### config.mk
export PLATFORM = sky130hd
export DESIGN_NAME = hdlc_bit_stuffing_framer_flat
export DESIGN_NICKNAME = d
export VERILOG_FILES = /design/src/rtl/hbsf_pkg.sv /design/src/rtl/hbsf_req_if.sv /design/src/rtl/hbsf_rsp_if.sv /design/src/rtl/hbsf_front.sv /design/src/rtl/hbsf_queue.sv /design/src/rtl/hbsf_back.sv /design/src/rtl/hdlc_bit_stuffing_framer.sv /design/src/flat_wrapper.sv
export SDC_FILE = /design/constraint.sdc
export NUM_CORES = 1
export LEC_CHECK = 0
export BUFFER_PORTS_ARGS = -buffer_cell sky130_fd_sc_hd__buf_4
export CAP_MARGIN = 15
export CORE_ASPECT_RATIO = 1.25
export CORE_MARGIN = 5
export CORE_UTILIZATION = 60
export DETAILED_ROUTE_END_ITERATION = 12
export PLACE_DENSITY = 0.78
export SETUP_SLACK_MARGIN = 0.02
export SYNTH_ARGS = -nofsm -noshare
export SYNTH_HDL_FRONTEND = slang
export SYNTH_HIERARCHICAL = 1
export SYNTH_SLANG_ARGS = --single-unit
export TNS_END_PERCENT = 5
### constraint.sdc
create_clock -name clock -period 3.5 [get_ports clock]
set_clock_uncertainty 0.05 [all_clocks]
set_input_delay 0.525 -clock clock [delete_from_list [all_inputs] [get_ports clock]]
set_output_delay 0.525 -clock clock [all_outputs]
set_load 0.01 [all_outputs]
### src/rtl/hbsf_pkg.sv
// Shared types and constants for the HDLC bit-stuffing framer.
package hbsf_pkg;

   // Line flag sent before and after each frame body
   localparam logic [7:0] FLAG_PATTERN = 8'h7E;
   // Consecutive body ones that force a stuffed zero
   localparam logic [2:0] STUFF_LIMIT = 3'd5;
   // Largest valid bit count of one input beat
   localparam logic [3:0] BYTE_BITS = 4'd8;

   // Queue between front and back
   localparam int QUEUE_DEPTH = 4;
   localparam int QUEUE_PTR_W = $clog2(QUEUE_DEPTH);
   localparam int QUEUE_CNT_W = $clog2(QUEUE_DEPTH + 1);

   // One classified body item as held in the queue
   typedef struct packed {
      logic [7:0] data_byte;
      logic [3:0] bit_count;
      logic       frame_first;
      logic       frame_last;
   } hbsf_item_type;

   // Write side of the queue
   typedef struct packed {
      logic          valid;
      hbsf_item_type item;
   } hbsf_push_type;

   // Queue fill status
   typedef struct packed {
      logic full;
      logic empty;
   } hbsf_queue_stat_type;

endpackage

### src/rtl/hbsf_req_if.sv
// Input channel: one body byte per beat with valid-bit count and frame marks.
interface hbsf_req_if;
   import hbsf_pkg::*;

   logic       valid;
   logic       ready;
   logic [7:0] data_byte;
   logic [3:0] bit_count;
   logic       frame_first;
   logic       frame_last;

   modport source(output valid, output data_byte, output bit_count,
                  output frame_first, output frame_last, input ready);
   modport sink(input valid, input data_byte, input bit_count,
                input frame_first, input frame_last, output ready);
endinterface

### src/rtl/hbsf_rsp_if.sv
// Result channel: one serial line bit per beat.
interface hbsf_rsp_if;
   import hbsf_pkg::*;

   logic valid;
   logic ready;
   logic line_bit;
   logic run_end;

   modport source(output valid, output line_bit, output run_end, input ready);
   modport sink(input valid, input line_bit, input run_end, output ready);
endinterface

### src/rtl/hbsf_front.sv
// Front end: accept input beats, clamp the bit count, drop beats with no line output.
module hbsf_front (
   hbsf_req_if.sink                   req_ch,
   input  hbsf_pkg::hbsf_queue_stat_type qstat,
   output hbsf_pkg::hbsf_push_type       push
);
   import hbsf_pkg::*;

   logic       accept;
   logic [3:0] count_clamped;
   logic       no_output;

   // Take a beat whenever the queue has room
   assign req_ch.ready = !qstat.full;
   assign accept       = req_ch.valid && !qstat.full;

   // Clamp counts above a full byte
   assign count_clamped = (req_ch.bit_count > BYTE_BITS) ? BYTE_BITS : req_ch.bit_count;

   // A beat with no bits and no flags emits nothing and leaves the run count alone
   assign no_output = (count_clamped == 4'd0) && !req_ch.frame_first && !req_ch.frame_last;

   // Queue the classified item
   always_comb begin
      push.valid            = accept && !no_output;
      push.item.data_byte   = req_ch.data_byte;
      push.item.bit_count   = count_clamped;
      push.item.frame_first = req_ch.frame_first;
      push.item.frame_last  = req_ch.frame_last;
   end
endmodule

### src/rtl/hbsf_queue.sv
// Short item queue between the front end and the serializer.
module hbsf_queue (
   input  logic                          clock,
   input  logic                          reset,
   input  hbsf_pkg::hbsf_push_type       push,
   input  logic                          pop,
   output hbsf_pkg::hbsf_item_type       head,
   output hbsf_pkg::hbsf_queue_stat_type stat
);
   import hbsf_pkg::*;

   hbsf_item_type            entry_ff [QUEUE_DEPTH];
   logic [QUEUE_PTR_W-1:0]   wr_ptr_ff, wr_ptr_in;
   logic [QUEUE_PTR_W-1:0]   rd_ptr_ff, rd_ptr_in;
   logic [QUEUE_CNT_W-1:0]   fill_ff, fill_in;
   logic                     do_push;
   logic                     do_pop;

   assign stat.full  = (fill_ff == QUEUE_CNT_W'(QUEUE_DEPTH));
   assign stat.empty = (fill_ff == '0);
   assign head       = entry_ff[rd_ptr_ff];

   assign do_push = push.valid && !stat.full;
   assign do_pop  = pop && !stat.empty;

   // Advance pointers and fill level
   always_comb begin
      wr_ptr_in = do_push ? wr_ptr_ff + 1'b1 : wr_ptr_ff;
      rd_ptr_in = do_pop ? rd_ptr_ff + 1'b1 : rd_ptr_ff;
      fill_in   = fill_ff;
      if (do_push && !do_pop) begin
         fill_in = fill_ff + 1'b1;
      end else if (do_pop && !do_push) begin
         fill_in = fill_ff - 1'b1;
      end
   end

   always_ff @(posedge clock) begin
      if (reset) begin
         wr_ptr_ff <= '0;
         rd_ptr_ff <= '0;
         fill_ff   <= '0;
      end else begin
         wr_ptr_ff <= wr_ptr_in;
         rd_ptr_ff <= rd_ptr_in;
         fill_ff   <= fill_in;
      end
   end

   // Store the item
   always_ff @(posedge clock) begin
      if (do_push) begin
         entry_ff[wr_ptr_ff] <= push.item;
      end
   end
endmodule

### src/rtl/hbsf_back.sv
// Back end: serialize flags and stuffed body bits, one line bit per beat.
module hbsf_back (
   input  logic                          clock,
   input  logic                          reset,
   input  hbsf_pkg::hbsf_item_type       head,
   input  hbsf_pkg::hbsf_queue_stat_type qstat,
   output logic                          pop,
   hbsf_rsp_if.source                    rsp_ch
);
   import hbsf_pkg::*;

   localparam logic [2:0] PH_IDLE  = 3'd0;
   localparam logic [2:0] PH_OPEN  = 3'd1;
   localparam logic [2:0] PH_BODY  = 3'd2;
   localparam logic [2:0] PH_STUFF = 3'd3;
   localparam logic [2:0] PH_CLOSE = 3'd4;

   logic [2:0] phase_ff, phase_in;
   logic [2:0] idx_ff, idx_in;
   logic [3:0] cnt_ff, cnt_in;
   logic [7:0] data_ff, data_in;
   logic       last_ff, last_in;
   logic [2:0] ones_ff, ones_in;
   logic       rsp_valid_ff, rsp_valid_in;
   logic       line_bit_ff, line_bit_in;
   logic       run_end_ff, run_end_in;

   logic       adv;
   logic       active;
   logic       emit;
   logic       fin;
   logic       load;
   logic       cur_bit;
   logic [2:0] ones_inc;

   // Phase that follows the body once its remaining count is known
   function automatic logic [2:0] after_body(input logic [3:0] cnt, input logic last);
      logic [2:0] ph;
      if (cnt != 4'd0) begin
         ph = PH_BODY;
      end else if (last) begin
         ph = PH_CLOSE;
      end else begin
         ph = PH_IDLE;
      end
      return ph;
   endfunction

   // Output register moves when empty or taken
   assign adv    = !rsp_valid_ff || rsp_ch.ready;
   assign active = (phase_ff != PH_IDLE);
   assign emit   = active && adv;

   // Step the serializer and load the next item
   always_comb begin
      phase_in = phase_ff;
      idx_in   = idx_ff;
      cnt_in   = cnt_ff;
      data_in  = data_ff;
      last_in  = last_ff;
      ones_in  = ones_ff;
      cur_bit  = 1'b0;
      ones_inc = ones_ff + 3'd1;

      if (emit) begin
         unique case (phase_ff)
            PH_OPEN: begin
               cur_bit = FLAG_PATTERN[3'd7 - idx_ff];
               idx_in  = idx_ff + 3'd1;
               if (idx_ff == 3'd7) begin
                  phase_in = after_body(cnt_ff, last_ff);
               end
            end
            PH_BODY: begin
               cur_bit = data_ff[7];
               data_in = {data_ff[6:0], 1'b0};
               cnt_in  = cnt_ff - 4'd1;
               if (data_ff[7]) begin
                  ones_in = ones_inc;
               end else begin
                  ones_in = 3'd0;
               end
               if (data_ff[7] && (ones_inc == STUFF_LIMIT)) begin
                  phase_in = PH_STUFF;
               end else begin
                  phase_in = after_body(cnt_in, last_ff);
               end
            end
            PH_STUFF: begin
               cur_bit  = 1'b0;
               ones_in  = 3'd0;
               phase_in = after_body(cnt_ff, last_ff);
            end
            PH_CLOSE: begin
               cur_bit = FLAG_PATTERN[3'd7 - idx_ff];
               idx_in  = idx_ff + 3'd1;
               if (idx_ff == 3'd7) begin
                  ones_in  = 3'd0;
                  phase_in = PH_IDLE;
               end
            end
            PH_IDLE: begin
               phase_in = PH_IDLE;
            end
            default: begin
               phase_in = PH_IDLE;
            end
         endcase
      end

      fin  = emit && (phase_in == PH_IDLE);
      load = (!active || fin) && !qstat.empty;

      if (load) begin
         data_in = head.data_byte;
         cnt_in  = head.bit_count;
         last_in = head.frame_last;
         idx_in  = 3'd0;
         if (head.frame_first) begin
            ones_in  = 3'd0;
            phase_in = PH_OPEN;
         end else begin
            phase_in = (head.bit_count != 4'd0) ? PH_BODY : PH_CLOSE;
         end
      end
   end

   assign pop = load;

   // Fill the output register
   always_comb begin
      rsp_valid_in = rsp_valid_ff;
      line_bit_in  = line_bit_ff;
      run_end_in   = run_end_ff;
      if (adv) begin
         rsp_valid_in = emit;
         line_bit_in  = cur_bit;
         run_end_in   = fin;
      end
   end

   always_ff @(posedge clock) begin
      if (reset) begin
         phase_ff     <= PH_IDLE;
         ones_ff      <= 3'd0;
         idx_ff       <= 3'd0;
         rsp_valid_ff <= 1'b0;
      end else begin
         phase_ff     <= phase_in;
         ones_ff      <= ones_in;
         idx_ff       <= idx_in;
         rsp_valid_ff <= rsp_valid_in;
      end
   end

   always_ff @(posedge clock) begin
      cnt_ff      <= cnt_in;
      data_ff     <= data_in;
      last_ff     <= last_in;
      line_bit_ff <= line_bit_in;
      run_end_ff  <= run_end_in;
   end

   assign rsp_ch.valid    = rsp_valid_ff;
   assign rsp_ch.line_bit = line_bit_ff;
   assign rsp_ch.run_end  = run_end_ff;
endmodule

### src/rtl/hdlc_bit_stuffing_framer.sv
// Top level of the HDLC zero-bit-insertion framer.
//
// The req_ch channel takes one beat per body byte: data_byte (sent from
// bit 7 down), bit_count (0 to 8 valid bits, larger counts act as 8),
// frame_first and frame_last. The rsp_ch channel delivers the line one bit
// per beat; run_end marks the last bit produced for an input beat.
// A first beat is preceded by the flag 01111110 and a last beat followed by
// the same flag; in the body a zero follows every fifth consecutive one, the
// run count carrying over from beat to beat.
// The front end queues up to 4 beats; the serializer emits one line bit per
// cycle while rsp_ch does not stall, and a beat yields bit_count body bits,
// its stuffed zeros and 8 bits per flag. An accepted beat passes through the
// queue, the serializer state and the output register on its way to rsp_ch,
// and the next queued beat follows its predecessor's last bit without a gap.
// Beats with no bits and no flags are taken and produce nothing.
// Reset empties the queue and the output register and clears the run count.
// When rsp_ch stalls the output bit holds, the serializer waits, and req_ch
// keeps accepting until the queue fills.
module hdlc_bit_stuffing_framer (
   input logic        clock,
   input logic        reset,
   hbsf_req_if.sink   req_ch,
   hbsf_rsp_if.source rsp_ch
);
   import hbsf_pkg::*;

   hbsf_push_type       push;
   hbsf_queue_stat_type qstat;
   hbsf_item_type       head;
   logic                pop;

   hbsf_front u_front (
      .req_ch (req_ch),
      .qstat  (qstat),
      .push   (push)
   );

   hbsf_queue u_queue (
      .clock (clock),
      .reset (reset),
      .push  (push),
      .pop   (pop),
      .head  (head),
      .stat  (qstat)
   );

   hbsf_back u_back (
      .clock  (clock),
      .reset  (reset),
      .head   (head),
      .qstat  (qstat),
      .pop    (pop),
      .rsp_ch (rsp_ch)
   );
endmodule

### src/flat_wrapper.sv
// flat-port wrapper written by rule: the top's interface ports become plain ports
module hdlc_bit_stuffing_framer_flat import hbsf_pkg::*;
  (clock, reset, req_ch_valid, req_ch_data_byte, req_ch_bit_count, req_ch_frame_first, req_ch_frame_last, req_ch_ready, rsp_ch_valid, rsp_ch_line_bit, rsp_ch_run_end, rsp_ch_ready);
  hbsf_req_if req_ch_i ();
  hbsf_rsp_if rsp_ch_i ();
  input logic clock;
  input logic reset;
  input wire logic [$bits(req_ch_i.valid)-1:0] req_ch_valid;
  input wire logic [$bits(req_ch_i.data_byte)-1:0] req_ch_data_byte;
  input wire logic [$bits(req_ch_i.bit_count)-1:0] req_ch_bit_count;
  input wire logic [$bits(req_ch_i.frame_first)-1:0] req_ch_frame_first;
  input wire logic [$bits(req_ch_i.frame_last)-1:0] req_ch_frame_last;
  output wire logic [$bits(req_ch_i.ready)-1:0] req_ch_ready;
  output wire logic [$bits(rsp_ch_i.valid)-1:0] rsp_ch_valid;
  output wire logic [$bits(rsp_ch_i.line_bit)-1:0] rsp_ch_line_bit;
  output wire logic [$bits(rsp_ch_i.run_end)-1:0] rsp_ch_run_end;
  input wire logic [$bits(rsp_ch_i.ready)-1:0] rsp_ch_ready;
  assign req_ch_i.valid = req_ch_valid;
  assign req_ch_i.data_byte = req_ch_data_byte;
  assign req_ch_i.bit_count = req_ch_bit_count;
  assign req_ch_i.frame_first = req_ch_frame_first;
  assign req_ch_i.frame_last = req_ch_frame_last;
  assign req_ch_ready = req_ch_i.ready;
  assign rsp_ch_valid = rsp_ch_i.valid;
  assign rsp_ch_line_bit = rsp_ch_i.line_bit;
  assign rsp_ch_run_end = rsp_ch_i.run_end;
  assign rsp_ch_i.ready = rsp_ch_ready;
  hdlc_bit_stuffing_framer u_core (.clock(clock), .reset(reset), .req_ch(req_ch_i), .rsp_ch(rsp_ch_i));
endmodule
== After elaboration in Yosys (flattened, before gate mapping) ==
Memories as Yosys holds them, arrays and structs flattened. A register that Yosys moved wholly into a read port is not among the register bits.
Index checks and enable logic that the tools add are counted.
Storage, ports and cells
  flip-flop bits (word level): 32
  memory bits (writable): 56
  bits in read-only memories: 8
  bits of input ports: 18
  word-level logic and storage cells: 100
  memories: 2
Memory list
  u_core.u_queue.entry_ff: words 4, bits a word 14, read ports 1, clocked after memory_dff 1, wr ports 1, RTL line hbsf_queue.sv:12  | hbsf_item_type entry_ff [QUEUE_DEPTH];
  (no name shown): words 8, bits a word 1, read ports 1, clocked after memory_dff 0, wr ports 0, RTL line hbsf_back.sv:95  | cur_bit = FLAG_PATTERN[3'd7 - idx_ff];
Operators by class
  add/subtract/negate cells: 8
  order comparisons: 2
  equality and inequality tests: 7
  multiplexer cells: 32
  reductions and logical operators: 37
Operators by type and width (number)
  $mux 3: 17
  $mux 8: 3
  $mux 4: 4
  $eq 3x3->1 const B: 4
  $logic_and 1x1->1: 12
  $pmux 3 s4: 1
  $reduce_bool 4->1: 3
  $add 3x1->3 const B: 3
  $logic_not 1->1: 9
  $pmux 3 s3: 1
  $eq 3x2->1 const B: 2
  $logic_not 3->1: 2
  $reduce_bool 2->1: 3
  $add 2x1->2 const B: 2
  $gt 4x4->1 const B: 1
  $logic_not 4->1: 1
  $lt 3x4->1 const B: 1
  $mux 2: 2
  $reduce_and 2->1: 2
  $reduce_or 2->1: 2
  $sub 4x1->4 const B: 1
  $eq 3x1->1 const B: 1
  $mux 1: 3
  $reduce_bool 3->1: 1
  4 further kinds: 5

== Logic depth before layout (Yosys ltp) ==
Gate-level depths: netlist of run 1.
  word-level depth: 14
  depth in mapped cells: 16
  depth with buffers taken out: 15

== Hierarchy ==
Netlist of run 1, hierarchy kept.
By module, submodules not included
  hbsf_queue: instances 1, cells an instance 121, area an instance 2509.9 sq um
  hbsf_back: instances 1, cells an instance 137, area an instance 1485.2 sq um
  hbsf_front: instances 1, cells an instance 17, area an instance 118.9 sq um

== Least setup slack after synthesis of run 1 ==
OpenSTA, ideal clock, no wires.
  path kind: register -> register
  from: register u_core.u_back.cnt_ff[0]
  to: register u_core.u_queue.fill_ff[2]
  arrival: 2.881 ns
  data required time: 3.380 ns
  path slack: 0.499 ns
  cell stages (with the launch flop): 16
  path buffers: 0
  period minus slack after synthesis: 3.001 ns
  path through: edfxtp_1 inv_1 ha_1 nor3b_2 nor3b_1 nor2_1 a2bb2oi_2 or3b_4 inv_2 o31ai_2 ha_1 inv_1 fa_1 xor2_1 or3_1 a21oi_1
Between the ends
  longest elaborated chain between the ends: 14
  elaborated cells on any way between the ends: 19
  those cells by class: add/sub (1); mux (7); reduce/logical (11)
Ends and longest elaborated chain
  from (decl): RTL line hbsf_back.sv:20  | logic [3:0] cnt_ff, cnt_in;
  from (signal assigned): RTL line hbsf_back.sv:157  | cnt_ff <= cnt_in;
  $sub 4x1->4: RTL line hbsf_back.sv:77  | cnt_in = cnt_ff - 4'd1;
  $reduce_bool 4->1: RTL line hbsf_back.sv:39  | if (cnt != 4'd0) begin
  $mux 3: RTL line hbsf_back.sv:39
  $mux 3: RTL line hbsf_back.sv:83  | if (data_ff[7] && (ones_inc == STUFF_LIMIT)) begin
  $pmux 3 s4 (*): RTL line hbsf_back.sv:66  | unique case (phase_ff)
  $mux 3 (*): RTL line hbsf_back.sv:65  | if (emit) begin
  $logic_not 3->1 (*): RTL line hbsf_back.sv:111  | fin = emit && (phase_in == PH_IDLE);
  $logic_and 1x1->1 (*): RTL line hbsf_back.sv:111
  $logic_or 1x1->1 (*): RTL line hbsf_back.sv:112  | load = (!active || fin) && !qstat.empty;
  $logic_and 1x1->1 (*): RTL line hbsf_back.sv:112
  via u_core.pop: RTL line hdlc_bit_stuffing_framer.sv:30  | logic pop;
  $logic_and 1x1->1 (*): RTL line hbsf_queue.sv:24  | assign do_pop = pop && !stat.empty;
  $logic_not 1->1: RTL line hbsf_queue.sv:31  | if (do_push && !do_pop) begin
  $logic_and 1x1->1: RTL line hbsf_queue.sv:31
  $mux 3 or $reduce_bool 2->1 (tied branches)
  to (signal assigned): RTL line hbsf_queue.sv:46  | fill_ff <= fill_in;
  to (decl): RTL line hbsf_queue.sv:15  | logic [QUEUE_CNT_W-1:0] fill_ff, fill_in;
The timed path passes the listed nets; every way through them passes the cells marked *.
A chain may end at the register's enable or synchronous reset.

== Worst setup path in the final report of run 1 ==
Same ends and word-level chain as after synthesis.

==> impl_metrics.xml, run 1 <==
<?xml version="1.0" encoding="UTF-8"?>
<metrics>
  <group name="status">
    <metric name="run_status" unit="">finished clean</metric>
  </group>
  <group name="detailed_routing">
    <metric name="number_of_iterations_in_the_first_detailed_routing_pass" unit="">4</metric>
    <metric name="drt_first_iter_violations" unit="">127</metric>
    <metric name="vias" unit="">2198</metric>
    <metric name="postRouteWirelength" unit="mm">6.59</metric>
    <metric name="vias_per_cell" unit="">5.77</metric>
    <metric name="drc_errors" unit="">0</metric>
    <metric name="ant_nets" unit="">0</metric>
    <metric name="wl_per_cell" unit="microns">17.3</metric>
  </group>
  <group name="logic_synthesis">
    <metric name="async_reset_ff_share" unit="%">0</metric>
    <metric name="synthesis.yosys.warnings" unit="">6</metric>
    <metric name="synth_seq_area_share" unit="%">61.1</metric>
    <metric name="synth.net_count" unit="">306</metric>
    <metric name="synth.most_common_cell" unit="">edfxtp_1</metric>
    <metric name="synthTopCellsByCount" unit="">edfxtp_1, dfxtp_1, inv_1, mux4_2, nor2_1</metric>
    <metric name="yosys-top-cells-area" unit="">edfxtp_1, dfxtp_1, mux4_2, ha_1, buf_4</metric>
    <metric name="synth_area" unit="sq um">4110</metric>
    <metric name="ys.flop_type" unit="">edfxtp_1</metric>
    <metric name="yosysUniqueCellTypes" unit="">58</metric>
    <metric name="postSynthRegisterBits" unit="">90</metric>
    <metric name="syn-mean-instance-area" unit="sq um">15.0</metric>
    <metric name="synthDominantCellAreaShare" unit="%">51.8</metric>
    <metric name="yosys.area.top_type" unit="">edfxtp_1</metric>
    <metric name="netlist_instances" unit="">275</metric>
    <metric name="synth_edf_count" unit="">71</metric>
  </group>
  <group name="grt">
    <metric name="antenna_found_initial" unit="">0</metric>
    <metric name="grt_first_pass_wirelength" unit="mm">10.9</metric>
    <metric name="track_usage" unit="%">16.4</metric>
    <metric name="grt_pass1_vias" unit="">2319</metric>
    <metric name="grt_max_degree" unit="">20</metric>
    <metric name="gr-total-overflow" unit="">0</metric>
  </group>
  <group name="worst_setup_path">
    <metric name="r2r_cells" unit="">15</metric>
    <metric name="critical-path-max-stage-delay" unit="ns">0.43</metric>
    <metric name="timing.critical_path.cells" unit="">inv_1, ha_1, nor3b_2, nor3b_1, nor2_1, a2bb2oi_2, or3b_4, inv_2, o31ai_2, ha_1, inv_1, fa_1, xor2_1, or3_1, a21oi_1</metric>
    <metric name="critPathCapture" unit="">u_core/u_queue/fill_ff[2]</metric>
    <metric name="worst_setup_path_end_kind" unit="">flip-flop</metric>
    <metric name="critical_path_arrival" unit="ns">3.45</metric>
    <metric name="critical_path.max_fanout" unit="">4</metric>
    <metric name="reg2reg_to" unit="">u_core/u_queue/fill_ff[2]</metric>
    <metric name="crit_start" unit="">u_core/u_back/cnt_ff[0]</metric>
    <metric name="timing.critical_path.required" unit="ns">3.73</metric>
    <metric name="worst_path_max_delay_cell" unit="">edfxtp_1</metric>
    <metric name="start_kind" unit="">flip-flop</metric>
    <metric name="critical_path_class" unit="">flip-flop to flip-flop</metric>
    <metric name="reg2reg_from" unit="">u_core/u_back/cnt_ff[0]</metric>
    <metric name="worst-r2r-setup-slack" unit="ns">0.28</metric>
  </group>
  <group name="sta">
    <metric name="final-setup-viol-count" unit="">0</metric>
    <metric name="worst_slew_margin_rel" unit="%">50.3</metric>
    <metric name="finalSetupTns" unit="ns">0</metric>
    <metric name="final-max-slew-violation-count" unit="">0</metric>
    <metric name="maxClockFrequency" unit="MHz">311</metric>
    <metric name="timing.final.ws_setup" unit="ns">0.282</metric>
    <metric name="report.final.hold_viol_count" unit="">0</metric>
    <metric name="slew_of_the_pin_with_the_lowest_slew_margin" unit="ns">0.745</metric>
    <metric name="minimum_clock_period" unit="ns">3.22</metric>
    <metric name="rsz0062_at_grt" unit="">false</metric>
    <metric name="final.period_utilization" unit="%">91.9</metric>
  </group>
  <group name="die">
    <metric name="row_count" unit="">33</metric>
    <metric name="dieHeight" unit="microns">103</metric>
    <metric name="i_o_pins" unit="">22</metric>
    <metric name="floorplan.die_area" unit="sq um">8620</metric>
    <metric name="core-area" unit="sq um">6610</metric>
    <metric name="die_w" unit="microns">84.1</metric>
    <metric name="initial_util" unit="%">62.3</metric>
  </group>
  <group name="run">
    <metric name="timing.max_cap.violations" unit="">0</metric>
  </group>
  <group name="place">
    <metric name="place_congestion" unit="">0.852</metric>
    <metric name="place.detailed.instances" unit="">365</metric>
    <metric name="detailedPlacementHpwl" unit="mm">4.63</metric>
    <metric name="numPortBuffers" unit="">21</metric>
    <metric name="post-place-ws" unit="ns">0.319</metric>
  </group>
  <group name="pwr">
    <metric name="p_leak" unit="uW">0.00159</metric>
    <metric name="cellPowerDensity" unit="nW/um^2">806</metric>
    <metric name="power.ir.vdd_worst" unit="uV">438</metric>
  </group>
  <group name="cts">
    <metric name="worstSkewPairLatency" unit="ns">0.35</metric>
    <metric name="numCtsBuffers" unit="">9</metric>
    <metric name="h_tree_depth_reported_by_cts" unit="">3</metric>
    <metric name="tritoncts" unit="">yes</metric>
    <metric name="cts.clk_slew.worst_paths" unit="ns">0.10</metric>
    <metric name="cts_buffer_depth" unit="">2</metric>
    <metric name="root_buffer" unit="">clkbuf_8</metric>
    <metric name="cts.sink_count" unit="">90</metric>
    <metric name="cts.repair_timing.setup_buffer_count" unit="">0</metric>
  </group>
  <group name="cells_and_area">
    <metric name="layout.cells.non_filler" unit="">381</metric>
    <metric name="final_net_count" unit="">320</metric>
    <metric name="proportion_of_layout_cells_with_a_drive_suffix_above_1" unit="%">25.2</metric>
    <metric name="num_antenna_cells" unit="">0</metric>
    <metric name="final_core_util" unit="%">67.6</metric>
    <metric name="area_growth" unit="%">8.49</metric>
  </group>
  <group name="min_path">
    <metric name="timing.hold.worst.class" unit="">input pin to flip-flop</metric>
  </group>
</metrics>
[layout by cell type, fill, tap and decap left out, types with 2 or more instances in the layout]
cell type and instances:
edfxtp_1 71, buf_4 25, dfxtp_1 19, inv_1 17, mux4_2 14, nor2_1 13
ha_1 12, clkbuf_8 9, nor3_1 9, a21oi_1 9, mux2i_1 8, nand2_1 7
o21ai_0 6, mux2_4 6, xor2_1 5, and2_1 5, inv_6 3, xnor2_1 3
nand2b_1 3, or3_1 3, nor2b_1 3, nor3b_1 2, nand4_1 2, a211oi_1 2
a31oi_1 2, or4_1 2
[metal layers]
layer	vias up	track usage [%]	routed length, microns
li1	1051	-	-
met5	-	0	0
met1	1068	19.1	2780
met2	68	30.3	3450
met3	11	2.80	254
met4	0	6.93	104
[repair_timing]
action | in CTS | in global routing
hold buffers | 0 | 0
resized for setup | 0 | 1
endpoints found under the setup margin | 0 | 1
[worst min path at each step]
| stage | slack, ns | cells past startpoint | from | to |
|---|---|---|---|---|
| final | 0.32 | 1 | req_ch_data_byte[6] | u_core/u_queue/entry_ff[2][12] |
| after global routing | 0.29 | 1 | req_ch_data_byte[0] | u_core/u_queue/entry_ff[0][6] |
| after CTS | 0.31 | 1 | req_ch_data_byte[6] | u_core/u_queue/entry_ff[2][12] |
| after detailed placement | 0.46 | 2 | u_core/u_queue/wr_ptr_ff[1] | u_core/u_queue/wr_ptr_ff[1] |
| after global placement | 0.45 | 2 | u_core/u_queue/wr_ptr_ff[1] | u_core/u_queue/wr_ptr_ff[1] |
| after floorplan | 0.43 | 2 | u_core/u_queue/wr_ptr_ff[1] | u_core/u_queue/wr_ptr_ff[1] |
[final cells by class]
| class | count | area, sq um |
|---|---|---|
| Multi-Input combinational cell | 145 | 1370 |
| Clock buffer | 9 | 124 |
| Sequential cell | 90 | 2510 |
| Inverter | 18 | 67.6 |
| Clock inverter | 7 | 92.6 |
| Tap cell | 87 | 109 |
| Fill cell | 459 | 2140 |
| Timing Repair Buffer | 25 | 188 |
[metrics by stage]
step | hold slack (ns) | power (uW) | instance area [sq um]
after global placement | 0.451 | 2850 | 4240
final | 0.320 | 3600 | 4460
after detailed placement | 0.463 | 2890 | 4240
after floorplan | 0.432 | 2640 | 4110
after CTS | 0.306 | 3630 | 4460
after global routing | 0.293 | 3800 | 4460
[worst max-delay path, delay by kind of cell, from the launching register on]
kind,cells,cell delay [ns]
compound gates,3,0.41
xor+xnor,1,0.15
fa+ha+maj,3,0.83
buf+inv,3,0.18
flops,1,0.43
simple gates,5,1.10
[where the power goes]
group | switching [uW] | leakage (uW) | total, uW | internal, uW
Combinational | 594 | 0.000659 | 1200 | 610
Sequential | 192 | 0.000819 | 1660 | 1460
Clock | 387 | 0.000109 | 737 | 350
Total | 1170 | 0.00159 | 3600 | 2420
[sequential cells by signal, indices dropped and copies added (netlist names), named ones only]
name                           count
u_core/u_back/phase_ff             3
u_core/u_back/rsp_ch.line_bit      1
u_core/u_back/idx_ff               3
u_core/u_queue/rd_ptr_ff           2
u_core/u_queue/wr_ptr_ff           2
u_core/u_back/rsp_ch.valid         1
u_core/u_back/last_ff              1
u_core/u_back/cnt_ff               4
u_core/u_back/rsp_ch.run_end       1
u_core/u_back/ones_ff              3
u_core/u_queue/fill_ff             3
u_core/u_back/data_ff              8
u_core/u_queue/entry_ff           56
[logic make-up (layout without fill, tap and decap cells)]
family          Yosys count  in the layout  synth area share (%)
flops                    90             90                  61.1
mux                      30             30                  12.3
compound gates           31             31                  5.11
simple gates             62             62                  9.46
buf+inv                  40             59                  5.78
fa+ha+maj                13             13                  4.14
xor+xnor                  9              9                  2.10
No activity file was read; power rests on OpenSTA's default activity.
==> inputs of run 2 (changes only) <==
--- a/config.mk
+++ b/config.mk
@@ -8,10 +8,9 @@
 export BUFFER_PORTS_ARGS = -buffer_cell sky130_fd_sc_hd__buf_4
 export CAP_MARGIN = 15
 export CORE_ASPECT_RATIO = 1.25
-export CORE_MARGIN = 5
-export CORE_UTILIZATION = 60
+export CORE_MARGIN = 3
+export CORE_UTILIZATION = 30
 export DETAILED_ROUTE_END_ITERATION = 12
-export PLACE_DENSITY = 0.78
 export SETUP_SLACK_MARGIN = 0.02
 export SYNTH_ARGS = -nofsm -noshare
 export SYNTH_HDL_FRONTEND = slang
==> run 2 against run 1 <==
  * Flip-flop and latch count unchanged
  * Worst setup slack better by 0.011 ns
  * Sequential share of layout area down 2.4 points
  * Worst hold slack better by 0.016 ns
  * Via count fell by 1.6%
  * Critical endpoint unchanged
  * Largest power group unchanged
==> impl_metrics.xml, run 2 (same netlist as run 1, synthesis figures left out) <==
<?xml version="1.0" encoding="UTF-8"?>
<metrics>
  <group name="cells_and_area">
    <metric name="area_growth" unit="%">13.4</metric>
    <metric name="largest_register" unit="">u_core/u_queue/entry_ff</metric>
    <metric name="layout.cells.most_common" unit="">edfxtp_1</metric>
    <metric name="layout_top_registers" unit="">u_core/u_queue/entry_ff: 56 flops, u_core/u_back/data_ff: 8 flops, u_core/u_back/cnt_ff: 4 flops</metric>
    <metric name="layout_common_cells" unit="">edfxtp_1, buf_4, dfxtp_1, inv_1, mux4_2</metric>
    <metric name="design_area" unit="sq um">4660</metric>
    <metric name="final_net_count" unit="">319</metric>
    <metric name="largest_register_ff_count" unit="">56</metric>
    <metric name="proportion_of_layout_cells_with_a_drive_suffix_above_1" unit="%">24.6</metric>
    <metric name="final_core_util" unit="%">34.9</metric>
    <metric name="num_antenna_cells" unit="">0</metric>
  </group>
  <group name="worst_setup_path">
    <metric name="worst_path_max_delay_cell" unit="">edfxtp_1</metric>
    <metric name="stages_on_the_worst_setup_path" unit="">14</metric>
    <metric name="critical_path_arrival" unit="ns">3.43</metric>
    <metric name="critical_path.top_delay_family" unit="">adder cells</metric>
    <metric name="worst_setup_path_end_kind" unit="">flip-flop</metric>
    <metric name="worstPathBufferInverterCount" unit="">3</metric>
    <metric name="start_kind" unit="">flip-flop</metric>
    <metric name="r2r_cells" unit="">14</metric>
    <metric name="critical-path-max-stage-delay" unit="ns">0.45</metric>
    <metric name="timing.critical_path.required" unit="ns">3.72</metric>
    <metric name="critical_path_class" unit="">flip-flop to flip-flop</metric>
    <metric name="timing.critical_path.cells" unit="">inv_1, ha_1, nor3b_2, o2111ai_1, a31oi_2, or3b_4, inv_2, o31ai_2, ha_1, inv_1, fa_1, xor2_1, or3_1, a21oi_1</metric>
    <metric name="critical_path.max_fanout" unit="">5</metric>
  </group>
  <group name="pwr">
    <metric name="design_power_total" unit="uW">3890</metric>
    <metric name="power.ir.vdd_worst" unit="uV">460</metric>
    <metric name="cellPowerDensity" unit="nW/um^2">833</metric>
    <metric name="p_leak" unit="uW">0.00163</metric>
  </group>
  <group name="sta">
    <metric name="slew_of_the_pin_with_the_lowest_slew_margin" unit="ns">0.843</metric>
    <metric name="rsz0062_at_grt" unit="">false</metric>
    <metric name="final-setup-viol-count" unit="">0</metric>
    <metric name="maxClockFrequency" unit="MHz">312</metric>
    <metric name="minimum_clock_period" unit="ns">3.21</metric>
    <metric name="finalSetupTns" unit="ns">0</metric>
    <metric name="worst_slew_margin_rel" unit="%">43.8</metric>
    <metric name="final.period_utilization" unit="%">91.6</metric>
    <metric name="report.final.hold_viol_count" unit="">0</metric>
    <metric name="final-max-slew-violation-count" unit="">0</metric>
  </group>
  <group name="place">
    <metric name="place_congestion" unit="">0.741</metric>
    <metric name="numPortBuffers" unit="">21</metric>
    <metric name="post_dp_area" unit="sq um">4340</metric>
    <metric name="detailedPlacementHpwl" unit="mm">4.82</metric>
  </group>
  <group name="cts">
    <metric name="cts.clk_slew.worst_paths" unit="ns">0.06</metric>
    <metric name="worstSkewPairLatency" unit="ns">0.33</metric>
    <metric name="root_buffer" unit="">clkbuf_16</metric>
    <metric name="h_tree_depth_reported_by_cts" unit="">3</metric>
    <metric name="cts.repair_timing.setup_buffer_count" unit="">0</metric>
    <metric name="cts_buffer_depth" unit="">2</metric>
    <metric name="tritoncts" unit="">yes</metric>
    <metric name="cts.sink_count" unit="">90</metric>
    <metric name="numCtsBuffers" unit="">9</metric>
  </group>
  <group name="die">
    <metric name="floorplan.die_area" unit="sq um">15200</metric>
    <metric name="i_o_pins" unit="">22</metric>
    <metric name="core-area" unit="sq um">13300</metric>
    <metric name="initial_util" unit="%">30.8</metric>
    <metric name="dieHeight" unit="microns">137</metric>
    <metric name="die_w" unit="microns">111</metric>
    <metric name="row_count" unit="">47</metric>
  </group>
  <group name="detailed_routing">
    <metric name="vias" unit="">2162</metric>
    <metric name="wl_per_cell" unit="microns">15.3</metric>
    <metric name="vias_per_cell" unit="">4.66</metric>
    <metric name="postRouteWirelength" unit="mm">7.12</metric>
    <metric name="number_of_iterations_in_the_first_detailed_routing_pass" unit="">4</metric>
    <metric name="ant_nets" unit="">0</metric>
    <metric name="drt_first_iter_violations" unit="">163</metric>
    <metric name="drc_errors" unit="">0</metric>
  </group>
  <group name="run">
    <metric name="timing.max_cap.violations" unit="">0</metric>
  </group>
  <group name="grt">
    <metric name="grt_first_pass_wirelength" unit="mm">11.7</metric>
    <metric name="track_usage" unit="%">10.0</metric>
    <metric name="gr-total-overflow" unit="">0</metric>
    <metric name="antenna_found_initial" unit="">0</metric>
    <metric name="grt_max_degree" unit="">20</metric>
    <metric name="grt_pass1_vias" unit="">2237</metric>
  </group>
  <group name="status">
    <metric name="run_status" unit="">finished clean</metric>
  </group>
  <group name="min_path">
    <metric name="timing.hold.worst.class" unit="">input pin to flip-flop</metric>
    <metric name="hold_depth" unit="">1</metric>
  </group>
</metrics>
[run 2: cell count changes in the layout (fill, tap and decap cells not counted), sizes merged]
cell      previous run  this run
bufinv               1         2
buf                 25        24
inv                 22        18
clkinvlp             0         1
clkbuf               9        11
[run 2: final cells by class]
type,instances,area [sq um]
flip-flops and latches,90,2510
clock buffers,11,243
inverters,18,67.6
repair buffers,24,180
well taps,171,214
clock inverters,5,77.6
fillers,1246,8680
multi-input cells,145,1370
[run 2: final timing paths]
| check | startpoint | end | slack, ns |
|---|---|---|---|
| min | req_ch_data_byte[1] | u_core/u_queue/entry_ff[2][7] | 0.34 |
| max reg2reg | u_core/u_back/cnt_ff[0] | u_core/u_queue/fill_ff[2] | 0.29 |
| min reg2reg | u_core/u_queue/wr_ptr_ff[1] | u_core/u_queue/wr_ptr_ff[1] | 0.47 |
| max | u_core/u_back/cnt_ff[0] | u_core/u_queue/fill_ff[2] | 0.29 |
[run 2: through the flow]
stage | worst slack (ns) | std cells | hold WS (ns)
2_1_floorplan | 0.499 | 275 | 0.432
3_3_place_gp | 0.389 | 448 | 0.446
3_5_place_dp | 0.270 | 448 | 0.460
4_1_cts | 0.238 | 464 | 0.326
5_1_grt | 0.0556 | 464 | 0.326
6_report | 0.293 | 464 | 0.336
[run 2: repair_timing]
item | CTS | global route
resized for setup | 0 | 1
hold buffers | 0 | 0
endpoints found under the hold margin | 0 | 0
setup endpoints to repair | 0 | 1
[run 2: metal layers]
metal	global-route usage [%]	up-vias	wire (microns)
met5	0	-	0
met4	3.49	0	80
met3	3.10	6	275
met2	17.9	37	3900
met1	11.3	1074	2870
li1	-	1045	-
[run 2: power breakdown]
| part | leakage, uW | total [uW] | internal (uW) | switching [uW] |
|---|---|---|---|---|
| Sequential | 0.000819 | 1640 | 1470 | 177 |
| Clock | 0.000156 | 1030 | 642 | 383 |
| Combinational | 0.000653 | 1220 | 603 | 614 |
| Total | 0.00163 | 3890 | 2710 | 1170 |
==> inputs of run 3 (changes only) <==
--- a/config.mk
+++ b/config.mk
@@ -11,6 +11,7 @@
 export CORE_MARGIN = 3
 export CORE_UTILIZATION = 30
 export DETAILED_ROUTE_END_ITERATION = 12
+export PLACE_DENSITY_LB_ADDON = 0.1
 export SETUP_SLACK_MARGIN = 0.02
 export SYNTH_ARGS = -nofsm -noshare
 export SYNTH_HDL_FRONTEND = slang
==> run 3 against run 2 <==
  * Register-to-register slack hardly changed
  * Sequential power barely moved
  * Maximum frequency is 0.20% lower
==> impl_metrics.xml, run 3 (same netlist as run 1, synthesis figures left out) <==
<?xml version="1.0" encoding="UTF-8"?>
<metrics>
  <group name="sta">
    <metric name="final-max-slew-violation-count" unit="">0</metric>
    <metric name="final.period_utilization" unit="%">91.8</metric>
    <metric name="final-setup-viol-count" unit="">0</metric>
    <metric name="maxClockFrequency" unit="MHz">311</metric>
    <metric name="worst_slew_margin_rel" unit="%">42.7</metric>
    <metric name="minimum_clock_period" unit="ns">3.21</metric>
    <metric name="report.final.hold_viol_count" unit="">0</metric>
    <metric name="slew_of_the_pin_with_the_lowest_slew_margin" unit="ns">0.860</metric>
    <metric name="finalSetupTns" unit="ns">0</metric>
    <metric name="rsz0062_at_grt" unit="">false</metric>
  </group>
  <group name="run">
    <metric name="timing.max_cap.violations" unit="">0</metric>
  </group>
  <group name="cells_and_area">
    <metric name="proportion_of_layout_cells_with_a_drive_suffix_above_1" unit="%">25.4</metric>
    <metric name="layout.cells.non_filler" unit="">466</metric>
    <metric name="num_antenna_cells" unit="">0</metric>
    <metric name="layout.cells.most_common" unit="">edfxtp_1</metric>
    <metric name="layout_common_cells" unit="">edfxtp_1, buf_4, dfxtp_1, inv_1, mux4_2</metric>
    <metric name="layout_top_registers" unit="">u_core/u_queue/entry_ff: 56 flops, u_core/u_back/data_ff: 8 flops, u_core/u_back/cnt_ff: 4 flops</metric>
    <metric name="final_net_count" unit="">321</metric>
    <metric name="largest_register_ff_count" unit="">56</metric>
    <metric name="area_growth" unit="%">13.4</metric>
    <metric name="largest_register" unit="">u_core/u_queue/entry_ff</metric>
  </group>
  <group name="worst_setup_path">
    <metric name="critical_path_class" unit="">flip-flop to flip-flop</metric>
    <metric name="reg2reg_from" unit="">u_core/u_back/cnt_ff[0]</metric>
    <metric name="r2r_cells" unit="">15</metric>
    <metric name="critical_path.max_fanout" unit="">4</metric>
    <metric name="worst-r2r-setup-slack" unit="ns">0.29</metric>
    <metric name="timing.critical_path.required" unit="ns">3.72</metric>
    <metric name="critical_path_arrival" unit="ns">3.43</metric>
    <metric name="start_kind" unit="">flip-flop</metric>
    <metric name="crit_start" unit="">u_core/u_back/cnt_ff[0]</metric>
    <metric name="worst_setup_path_end_kind" unit="">flip-flop</metric>
    <metric name="reg2reg_to" unit="">u_core/u_queue/fill_ff[2]</metric>
  </group>
  <group name="die">
    <metric name="floorplan.die_area" unit="sq um">15200</metric>
    <metric name="row_count" unit="">47</metric>
    <metric name="dieHeight" unit="microns">137</metric>
    <metric name="die_w" unit="microns">111</metric>
    <metric name="initial_util" unit="%">30.8</metric>
    <metric name="i_o_pins" unit="">22</metric>
    <metric name="core-area" unit="sq um">13300</metric>
  </group>
  <group name="place">
    <metric name="numPortBuffers" unit="">21</metric>
    <metric name="place_congestion" unit="">0.780</metric>
    <metric name="place.detailed.instances" unit="">450</metric>
    <metric name="detailedPlacementHpwl" unit="mm">5.10</metric>
  </group>
  <group name="pwr">
    <metric name="power.switching_fraction" unit="%">31.6</metric>
    <metric name="cellPowerDensity" unit="nW/um^2">828</metric>
    <metric name="logic_gate_share_of_total_power" unit="%">32.5</metric>
    <metric name="p_leak" unit="uW">0.00163</metric>
    <metric name="power.ir.vdd_worst" unit="uV">269</metric>
    <metric name="clock_power_share" unit="%">24.7</metric>
    <metric name="power.internal" unit="uW">2640</metric>
    <metric name="design_power_total" unit="uW">3860</metric>
    <metric name="power.switching" unit="uW">1220</metric>
    <metric name="seq_power_share" unit="%">42.8</metric>
  </group>
  <group name="grt">
    <metric name="grt_first_pass_wirelength" unit="mm">12.6</metric>
    <metric name="gr-total-overflow" unit="">0</metric>
    <metric name="antenna_found_initial" unit="">0</metric>
    <metric name="track_usage" unit="%">11.1</metric>
    <metric name="grt_pass1_vias" unit="">2331</metric>
    <metric name="grt_max_degree" unit="">20</metric>
  </group>
  <group name="cts">
    <metric name="root_buffer" unit="">clkbuf_16</metric>
    <metric name="worstSkewPairLatency" unit="ns">0.34</metric>
    <metric name="cts.clk_slew.worst_paths" unit="ns">0.07</metric>
    <metric name="tritoncts" unit="">yes</metric>
    <metric name="numCtsBuffers" unit="">9</metric>
    <metric name="cts.sink_count" unit="">90</metric>
    <metric name="h_tree_depth_reported_by_cts" unit="">3</metric>
    <metric name="cts_buffer_depth" unit="">2</metric>
    <metric name="cts.repair_timing.setup_buffer_count" unit="">0</metric>
  </group>
  <group name="min_path">
    <metric name="hold_depth" unit="">1</metric>
    <metric name="timing.hold.worst.class" unit="">input pin to flip-flop</metric>
    <metric name="worst_hold_path.endpoint" unit="">u_core/u_queue/entry_ff[2][7]</metric>
    <metric name="hold_start" unit="">req_ch_data_byte[1]</metric>
  </group>
  <group name="detailed_routing">
    <metric name="postRouteWirelength" unit="mm">7.63</metric>
    <metric name="drc_errors" unit="">0</metric>
    <metric name="ant_nets" unit="">0</metric>
    <metric name="wl_per_cell" unit="microns">16.4</metric>
    <metric name="vias_per_cell" unit="">4.66</metric>
    <metric name="vias" unit="">2171</metric>
    <metric name="drt_first_iter_violations" unit="">72</metric>
    <metric name="number_of_iterations_in_the_first_detailed_routing_pass" unit="">4</metric>
  </group>
  <group name="status">
    <metric name="run_status" unit="">finished clean</metric>
  </group>
</metrics>
## run 3: area by class of cell
class	count	area, sq um
multi-input combinational	145	1380
inverter	18	67.6
fill	1280	8690
clock inverter	7	70.1
timing repair buffer	26	195
tap	171	214
clock buffer	9	225
sequential	90	2510
## run 3: per-stage QoR
stage	setup WS [ns]	hold WS [ns]	cell area, sq um	util, %
after CTS	0.243	0.312	4650	34.8
after detailed placement	0.263	0.475	4350	32.6
after global routing	0.0833	0.322	4660	34.9
after floorplan	0.499	0.432	4110	-
after global placement	0.318	0.451	4350	32.6
final	0.286	0.329	4660	34.9
## run 3: power groups by stage
stage	clock network, uW	logic [uW]	registers, uW
final	954	1250	1650
after global placement	0	1280	1680
after global routing	1040	1410	1690
after detailed placement	0	1280	1680
after floorplan	0	1050	1590
after CTS	994	1280	1660
## run 3: worst max path at each step
stage                                      to  slack (ns)  cells past startpoint
CTS                 u_core/u_queue/fill_ff[2]        0.24                     14
detailed placement  u_core/u_queue/fill_ff[2]        0.26                     14
floorplan           u_core/u_queue/fill_ff[2]        0.50                     15
global route        u_core/u_queue/fill_ff[2]        0.08                     14
global placement    u_core/u_queue/fill_ff[2]        0.32                     14
finish              u_core/u_queue/fill_ff[2]        0.29                     15
## run 3: critical path, stage by stage, from the launching register on
cell	delay (ns)
edfxtp_1	0.41
inv_1	0.08
ha_1	0.22
nor3b_2	0.18
nor3b_1	0.31
nor2_1	0.09
a2bb2oi_2	0.16
or3b_4	0.25
inv_2	0.04
o31ai_2	0.07
ha_1	0.24
inv_1	0.06
fa_1	0.37
xor2_1	0.15
or3_1	0.30
a21oi_1	0.16
## run 3: what timing repair did
item                                    CTS  global route
hold buffers                              0             0
endpoints found under the setup margin    0             1
resized for setup                         0             2
## run 3: layer usage
layer	up-vias	wire, microns	global-route usage, %
li1	1051	-	-
met1	1079	3130	12.1
met2	27	4110	20.1
met3	14	164	1.99
met4	0	217	6.78
met5	-	0	0
